===== src/hdl/skrt_pkg.sv =====
// Shared constants and codes for the sorted key record table.
package skrt_pkg;

  localparam int CAPACITY = 32;
  localparam int AW       = $clog2(CAPACITY);
  localparam int CW       = $clog2(CAPACITY + 1);
  localparam int KEY_W    = 32;
  localparam int NAME_W   = 64;
  localparam int REC_W    = KEY_W + NAME_W;

  typedef enum logic [2:0] {
    OP_INSERT    = 3'd0,
    OP_DELETE    = 3'd1,
    OP_SEARCH    = 3'd2,
    OP_LIST_ASC  = 3'd3,
    OP_LIST_DESC = 3'd4
  } op_t;

  typedef enum logic [2:0] {
    ST_OK       = 3'd0,
    ST_DUP      = 3'd1,
    ST_NOTFOUND = 3'd2,
    ST_EMPTY    = 3'd3,
    ST_FULL     = 3'd4
  } status_t;

endpackage


===== src/hdl/sorted_key_record_table_unit.sv =====
// Sorted record table: keys ascending in a RAM, one shared compare unit, small sequencer.
// Steps (n = records held, m = records moved): scan, decide, then for insert and delete shift
// m records, m = n-pos on insert and n-pos-1 on delete; insert then writes the new record;
// every request ends with a response. A list reads and returns one record per result and
// waits on out_ready before it reads the next one; one request at a time.
// Throughput is set by the single RAM read port: at most one record touched per cycle.
// Reset clears the record count and the sequencer; the RAM is not cleared (never read past count).
module sorted_key_record_table_unit
  import skrt_pkg::*;
(
  input  logic                     clk,
  input  logic                     rst,
  input  logic                     in_valid,
  output logic                     in_ready,
  input  logic [2:0]               op,
  input  logic signed [KEY_W-1:0]  key,
  input  logic [NAME_W-1:0]        name,
  output logic                     out_valid,
  input  logic                     out_ready,
  output logic [2:0]               status,
  output logic signed [KEY_W-1:0]  key_res,
  output logic [NAME_W-1:0]        name_res,
  output logic                     last
);

  typedef enum logic [2:0] {
    S_IDLE,
    S_SCAN,
    S_DECIDE,
    S_SHIFT,
    S_PUT,
    S_LIST_RD,
    S_LIST_LD,
    S_OUT
  } state_t;

  state_t                 state;
  logic [CW-1:0]          count;      // records held
  logic [2:0]             req_op;
  logic signed [KEY_W-1:0] req_key;
  logic [NAME_W-1:0]      req_name;
  logic [CW-1:0]          idx;        // RAM read pointer (scan, shift source, list)
  logic                   chk_v;      // read data valid for compare this cycle
  logic                   found;
  logic [CW-1:0]          pos;        // match index, or insert position
  logic [CW-1:0]          moves;      // remaining shift moves / list results
  logic                   step_dn;    // idx walks downward
  logic                   wr_pend;
  logic [AW-1:0]          wr_dst;
  logic [NAME_W-1:0]      hit_name;

  // RAM port
  logic                   ram_we;
  logic [AW-1:0]          ram_waddr;
  logic [REC_W-1:0]       ram_wdata;
  logic [REC_W-1:0]       ram_rdata;

  // Shared compare unit
  logic signed [KEY_W-1:0] rd_key;
  logic                   key_eq;
  logic                   key_lt;

  assign rd_key = ram_rdata[REC_W-1:NAME_W];
  assign key_eq = (rd_key == req_key);
  assign key_lt = (rd_key < req_key);

  assign in_ready = (state == S_IDLE);

  // Shift stage writes the word read last cycle; PUT drops the new record into its slot.
  always_comb begin
    ram_we    = 1'b0;
    ram_waddr = wr_dst;
    ram_wdata = ram_rdata;
    if (state == S_SHIFT && wr_pend) begin
      ram_we = 1'b1;
    end else if (state == S_PUT) begin
      ram_we    = 1'b1;
      ram_waddr = pos[AW-1:0];
      ram_wdata = {req_key, req_name};
    end
  end

  skrt_ram #(
    .WIDTH(REC_W),
    .DEPTH(CAPACITY)
  ) u_ram (
    .clk  (clk),
    .we   (ram_we),
    .waddr(ram_waddr),
    .wdata(ram_wdata),
    .raddr(idx[AW-1:0]),
    .rdata(ram_rdata)
  );

  always_ff @(posedge clk) begin
    if (rst) begin
      state     <= S_IDLE;
      count     <= '0;
      out_valid <= 1'b0;
      chk_v     <= 1'b0;
      wr_pend   <= 1'b0;
      found     <= 1'b0;
    end else begin
      case (state)
        S_IDLE: begin
          if (in_valid) begin
            req_op   <= op;
            req_key  <= key;
            req_name <= name;
            chk_v    <= 1'b0;
            found    <= 1'b0;
            pos      <= '0;
            case (op)
              OP_INSERT, OP_DELETE, OP_SEARCH: begin
                idx   <= '0;
                state <= S_SCAN;
              end
              OP_LIST_ASC, OP_LIST_DESC: begin
                if (count == '0) begin
                  status    <= ST_EMPTY;
                  key_res   <= '0;
                  name_res  <= '0;
                  last      <= 1'b1;
                  out_valid <= 1'b1;
                  state     <= S_OUT;
                end else begin
                  step_dn <= (op == OP_LIST_DESC);
                  idx     <= (op == OP_LIST_DESC) ? count - CW'(1) : '0;
                  moves   <= count;
                  state   <= S_LIST_RD;
                end
              end
              default: begin
                // undefined op codes are dropped silently
                state <= S_IDLE;
              end
            endcase
          end
        end

        // Pipelined scan: issue one read per cycle, compare the one returning.
        S_SCAN: begin
          if (chk_v && key_eq) begin
            found    <= 1'b1;
            pos      <= idx - CW'(1);
            hit_name <= ram_rdata[NAME_W-1:0];
            chk_v    <= 1'b0;
            state    <= S_DECIDE;
          end else if (idx == count && !chk_v) begin
            state <= S_DECIDE;
          end else begin
            if (chk_v && key_lt) begin
              pos <= pos + CW'(1);
            end
            if (idx < count) begin
              idx   <= idx + CW'(1);
              chk_v <= 1'b1;
            end else begin
              chk_v <= 1'b0;
            end
          end
        end

        S_DECIDE: begin
          last     <= 1'b1;
          wr_pend  <= 1'b0;
          case (req_op)
            OP_INSERT: begin
              key_res  <= '0;
              name_res <= '0;
              if (found) begin
                status    <= ST_DUP;
                out_valid <= 1'b1;
                state     <= S_OUT;
              end else if (count == CW'(CAPACITY)) begin
                status    <= ST_FULL;
                out_valid <= 1'b1;
                state     <= S_OUT;
              end else begin
                // open a hole at pos: move entries pos..count-1 up by one
                step_dn <= 1'b1;
                idx     <= count - CW'(1);
                moves   <= count - pos;
                state   <= S_SHIFT;
              end
            end
            OP_DELETE: begin
              key_res  <= '0;
              name_res <= '0;
              if (count == '0) begin
                status    <= ST_EMPTY;
                out_valid <= 1'b1;
                state     <= S_OUT;
              end else if (!found) begin
                status    <= ST_NOTFOUND;
                out_valid <= 1'b1;
                state     <= S_OUT;
              end else begin
                // close the gap: move entries pos+1..count-1 down by one
                step_dn <= 1'b0;
                idx     <= pos + CW'(1);
                moves   <= count - CW'(1) - pos;
                state   <= S_SHIFT;
              end
            end
            OP_SEARCH: begin
              key_res   <= found ? req_key : '0;
              name_res  <= found ? hit_name : '0;
              status    <= found ? ST_OK : ST_NOTFOUND;
              out_valid <= 1'b1;
              state     <= S_OUT;
            end
            default: begin
              state <= S_IDLE;
            end
          endcase
        end

        S_SHIFT: begin
          if (moves != '0) begin
            idx     <= step_dn ? idx - CW'(1) : idx + CW'(1);
            wr_dst  <= step_dn ? AW'(idx + CW'(1)) : AW'(idx - CW'(1));
            moves   <= moves - CW'(1);
            wr_pend <= 1'b1;
          end else begin
            wr_pend <= 1'b0;
          end
          if (moves == '0 && !wr_pend) begin
            if (step_dn) begin
              state <= S_PUT;
            end else begin
              count     <= count - CW'(1);
              status    <= ST_OK;
              key_res   <= req_key;
              out_valid <= 1'b1;
              state     <= S_OUT;
            end
          end
        end

        S_PUT: begin
          count     <= count + CW'(1);
          status    <= ST_OK;
          out_valid <= 1'b1;
          state     <= S_OUT;
        end

        S_LIST_RD: begin
          state <= S_LIST_LD;
        end

        S_LIST_LD: begin
          status    <= ST_OK;
          key_res   <= rd_key;
          name_res  <= ram_rdata[NAME_W-1:0];
          last      <= (moves == CW'(1));
          out_valid <= 1'b1;
          state     <= S_OUT;
        end

        S_OUT: begin
          if (out_ready) begin
            out_valid <= 1'b0;
            if (last) begin
              state <= S_IDLE;
            end else begin
              idx   <= step_dn ? idx - CW'(1) : idx + CW'(1);
              moves <= moves - CW'(1);
              state <= S_LIST_RD;
            end
          end
        end

        default: begin
          state <= S_IDLE;
        end
      endcase
    end
  end

  // count never passes the table size
  a_count_bound: assert property (@(posedge clk) disable iff (rst)
    count <= CW'(CAPACITY))
    else $error("record count above capacity");

  // one request at a time: no new request while a result is pending
  a_no_overlap: assert property (@(posedge clk) disable iff (rst)
    !(in_ready && out_valid))
    else $error("input ready while result pending");

  // the final result hands control back to the input side
  a_last_frees: assert property (@(posedge clk) disable iff (rst)
    (out_valid && out_ready && last) |=> in_ready)
    else $error("not ready after final result");

  // only list results come in a run, and those are always good
  a_run_ok: assert property (@(posedge clk) disable iff (rst)
    (out_valid && !last) |-> (status == ST_OK))
    else $error("non-final result with bad status");

  // count changes only as a request completes, with its result pending
  a_count_step: assert property (@(posedge clk) disable iff (rst)
    (count != $past(count)) |-> (state == S_OUT))
    else $error("record count changed outside completion");

endmodule


===== src/hdl/skrt_ram.sv =====
// Generic simple dual-port RAM: one write port, one registered read port.
module skrt_ram #(
  parameter int WIDTH = 8,
  parameter int DEPTH = 16
) (
  input  logic                     clk,
  input  logic                     we,
  input  logic [$clog2(DEPTH)-1:0] waddr,
  input  logic [WIDTH-1:0]         wdata,
  input  logic [$clog2(DEPTH)-1:0] raddr,
  output logic [WIDTH-1:0]         rdata
);

  logic [WIDTH-1:0] mem [DEPTH];

  always_ff @(posedge clk) begin
    if (we) begin
      mem[waddr] <= wdata;
    end
    rdata <= mem[raddr];
  end

endmodule

===== config.mk =====
export PLATFORM = sky130hd
export DESIGN_NAME = sorted_key_record_table_unit
export DESIGN_NICKNAME = d
export VERILOG_FILES = /design/src/hdl/skrt_pkg.sv /design/src/hdl/sorted_key_record_table_unit.sv /design/src/hdl/skrt_ram.sv
export SDC_FILE = /design/constraint.sdc
export NUM_CORES = 2
export LEC_CHECK = 0
export BUFFER_PORTS_ARGS = -buffer_cell sky130_fd_sc_hd__clkbuf_2
export CORE_MARGIN = 2
export CORE_UTILIZATION = 60
export DETAILED_ROUTE_END_ITERATION = 16
export PLACE_DENSITY_LB_ADDON = 0.05
export SLEW_MARGIN = 40
export SYNTH_ARGS = -nofsm -noshare
export SYNTH_HDL_FRONTEND = slang
export SYNTH_SLANG_ARGS = --single-unit

===== constraint.sdc =====
create_clock -name clk -period 19.31 [get_ports clk]
set_clock_uncertainty 0.15 [all_clocks]
set_input_delay 0.9655 -clock clk [delete_from_list [all_inputs] [get_ports clk]]
set_output_delay 0.9655 -clock clk [all_outputs]
set_load 0.005 [all_outputs]

==> key figures <==
Place
  • PortBufs: 204
  • HPWL after detailed placement: 169000 microns
  • RD Place Congestion: 0.833
  • Area of placed instances: 138000 sq um

Setup path
  • Worst EP required: 19700 ps
  • Worst EP arrival: 5420 ps
  • Crit-path max FO: 47
  • Critical path class: flop to flop
  • Critical Path End Type: flop
  • Worst setup SP type: flop

STA
  • Pins Over Slew Limit: 0
  • Final setup viols: 0
  • Worst-Margin Slew: 919 ps
  • Total Neg Setup Slack: 0 ps
  • Hold Vio Cnt, Final: 0
  • Unrepaired setup endpoints after global routing: no
  • Tcrit/Tclk final: 0.261
  • Slew HR: 0.387
  • F_max: 199 MHz
  • Final min period: 5030 ps

Final layout
  • Area of the multi-input gates: 28300 sq um
  • Filler cells: 13400
  • Finished Cell Area: 151000 sq um
  • Final net count: 6414
  • FF/Latch Area: 103000 sq um
  • Most frequent cells in the layout: edfxtp_1 (3359), mux4_2 (960), clkbuf_16 (360)
  • Most common cell after layout, fill and taps aside: edfxtp_1
  • P&R area growth vs syn: 13.7%
  • Share of cells above drive strength 1: 0.315

Synthesis
  • Synth top area share: 0.762
  • Ys Warns: 0
  • Most common flop cell mapped by yosys: edfxtp_1
  • #FFs+latches synth: 3468
  • Mean Syn Cell Area: 23.0 sq um
  • Yosys cell types: 66
  • Post-synth top area cell: edfxtp_1
  • Cells after Synth: 5762
  • Synth Net Count: 5916
  • Synth top area cells: edfxtp_1 (76%), mux4_2 (16%), dfxtp_1 (1.6%)
  • Sequential element share of the synthesized area: 0.779
  • Post-Syn Area: 132000 sq um
  • EDFF count, synth: 3359
  • Synth async-reset ratio: 0

Routing
  • DRT Pass-1 Iters: 6
  • Routed vias: 63800
  • Final wirelength: 330000 microns
  • DRC errors left: 0
  • Vias/cell: 6.79
  • Detail Route Antenna Nets: 0
  • DRT iter0 DRCs: 8814
  • Routed wire length per instance: 35.1 microns

Power
  • Sequential share of power: 0.465
  • Power per cell area: 147 nW/um^2
  • Sw Share: 0.276
  • Static leakage: 47.9 nW
  • Clock share of power: 0.308
  • Peak supply drop: 0.136 mV
  • Gate power share: 0.227
  • P_sw: 6.09 mW
  • P_int: 16.0 mW

Die
  • Top Ports: 205
  • Die ar.: 224000 sq um
  • Chip Height: 474 microns
  • CORE AREA: 220000 sq um
  • Die W: 474 microns
  • Initial Util: 0.603
  • Rows: 172

GRT
  • Vias in the first global route: 63400
  • Aggregate global-route resource usage: 0.298
  • Antenna violations before repair: 7
  • Congestion Overflow GR: 0
  • Largest net degree at the start of global routing: 96
  • GR peak layer: met2
  • GR Util met3: 0.0460
  • Met1 Track Usage GR: 0.450
  • First-pass GRT wire length: 468000 microns
  • Met2 usage: 0.466

Job
  • MaxCap Viol Count: 0

Clock network
  • Clk_lat worst skew: 950 ps
  • Root buffer cell: clkbuf_16
  • CTS resizes: 0
  • Num Clock Sinks: 3468
  • CTS tree: done
  • CTS H-Tree Depth: 5
  • Num CTS Buffers: 356
  • Clock-pin slew on the worst setup and hold paths: 60 ps
  • Clock Path Buffers: 4

Outcome
  • Status: finished, final reports clean

Worst hold path
  • Hold Path Class: input pin to flop
==> worst paths after layout <==
check / startpoint / to / slack, ps / cells past startpoint
worst max-delay path: state[0]$_SDFFE_PP0P_ / u_ram.mem[31][21]$_DFFE_PP_ / 14280 / 9
worst min-delay path: name[32] / req_name[32]$_DFFE_PP_ / 50 / 1
worst max register to register: state[0]$_SDFFE_PP0P_ / u_ram.mem[31][21]$_DFFE_PP_ / 14280 / 9
worst min register to register: u_ram.rdata[23]$_DFF_P_ / hit_name[23]$_DFFE_PP_ / 320 / 0
==> cell usage after synthesis (12+ instances only) <==
| cell type | n |
|---|---|
| edfxtp_1 | 3359 |
| mux4_2 | 960 |
| nand2_1 | 281 |
| clkbuf_1 | 157 |
| nor2_1 | 153 |
| dfxtp_1 | 109 |
| mux2_2 | 96 |
| buf_2 | 81 |
| a22oi_1 | 72 |
| o21ai_0 | 55 |
| inv_1 | 53 |
| ha_1 | 50 |
| buf_1 | 48 |
| a21oi_1 | 37 |
| a22o_1 | 33 |
| xnor2_1 | 31 |
| nand3_1 | 21 |
| nor3_1 | 15 |
| buf_4 | 12 |
| xor2_1 | 12 |
==> critical path, stage by stage (launching register included) <==
cell and delay (ps):
dfxtp_1 300, buf_4 230, nor2_1 310, nand2_4 500, nor2_1 370, a21o_1 150
nand2_1 460, nor2_4 630, buf_4 670, buf_4 660
==> final cells by class <==
cell class,instances,share of cell area
sequential,3468,0.685
multi-input combinational,1939,0.188
clock buffer,458,0.0636
timing repair buffer,441,0.0261
tap,2871,0.0239
clock inverter,169,0.0122
inverter,54,0.00135
antenna,2,0.0000333
==> per-layer routing <==
| metal | part of all wire | vias up |
|---|---|---|
| met5 | 0 | - |
| met4 | 0.025 | 0 |
| met3 | 0.089 | 526 |
| met2 | 0.48 | 3427 |
| met1 | 0.40 | 34600 |
| li1 | - | 25300 |
==> logic make-up (layout without fill, tap and decap cells) <==
family	count (synthesis)	count (layout)	synth area share
xor gates and xnor gates	43	43	0.00285
and+or+nand+nor	521	521	0.0164
buffers and inverters	355	1122	0.0113
DFF	3468	3468	0.779
AOI/OAI and AO/OA	260	260	0.0135
adders and majority gates	51	51	0.00488
muxes	1064	1064	0.172
other	0	2	0
==> sequential cells by signal (all words and copies together), names as in the netlist, 5 cells and up <==
name,cells
req_key,32
wr_dst,5
idx,6
moves,6
count,6
key_res,32
u_ram.mem,3072
u_ram.rdata,96
hit_name,64
req_name,64
pos,6
name_res,64
==> power by group through the flow <==
| stage | clock network (mW) | registers [mW] | logic (mW) |
|---|---|---|---|
| after floorplan | 0 | 10.3 | 3.43 |
| after global placement | 0 | 10.4 | 4.76 |
| after detailed placement | 0 | 10.4 | 4.98 |
| after CTS | 6.86 | 10.3 | 4.99 |
| after global routing | 7.13 | 10.3 | 5.39 |
| final | 6.78 | 10.3 | 5.01 |
==> through the flow <==
step / total power, mW / worst slack, ps / hold slack [ps] / util / cells
2_1_floorplan: 13.8 / 12820 / 281 / - / 5762
3_3_place_gp: 15.2 / 13190 / 293 / 0.626 / 8689
3_5_place_dp: 15.4 / 13930 / 299 / 0.630 / 8723
4_1_cts: 22.1 / 13910 / 0.239 / 0.685 / 9398
5_1_grt: 22.8 / 13850 / 17.4 / 0.686 / 9401
6_report: 22.1 / 14280 / 47.4 / 0.686 / 9402
==> what timing repair did <==
item                      in CTS  in global routing
buffers inserted               0                  0
hold endpoints to repair      48                  0
hold buffers                  48                  0
Power figures use the tool's default switching activity.
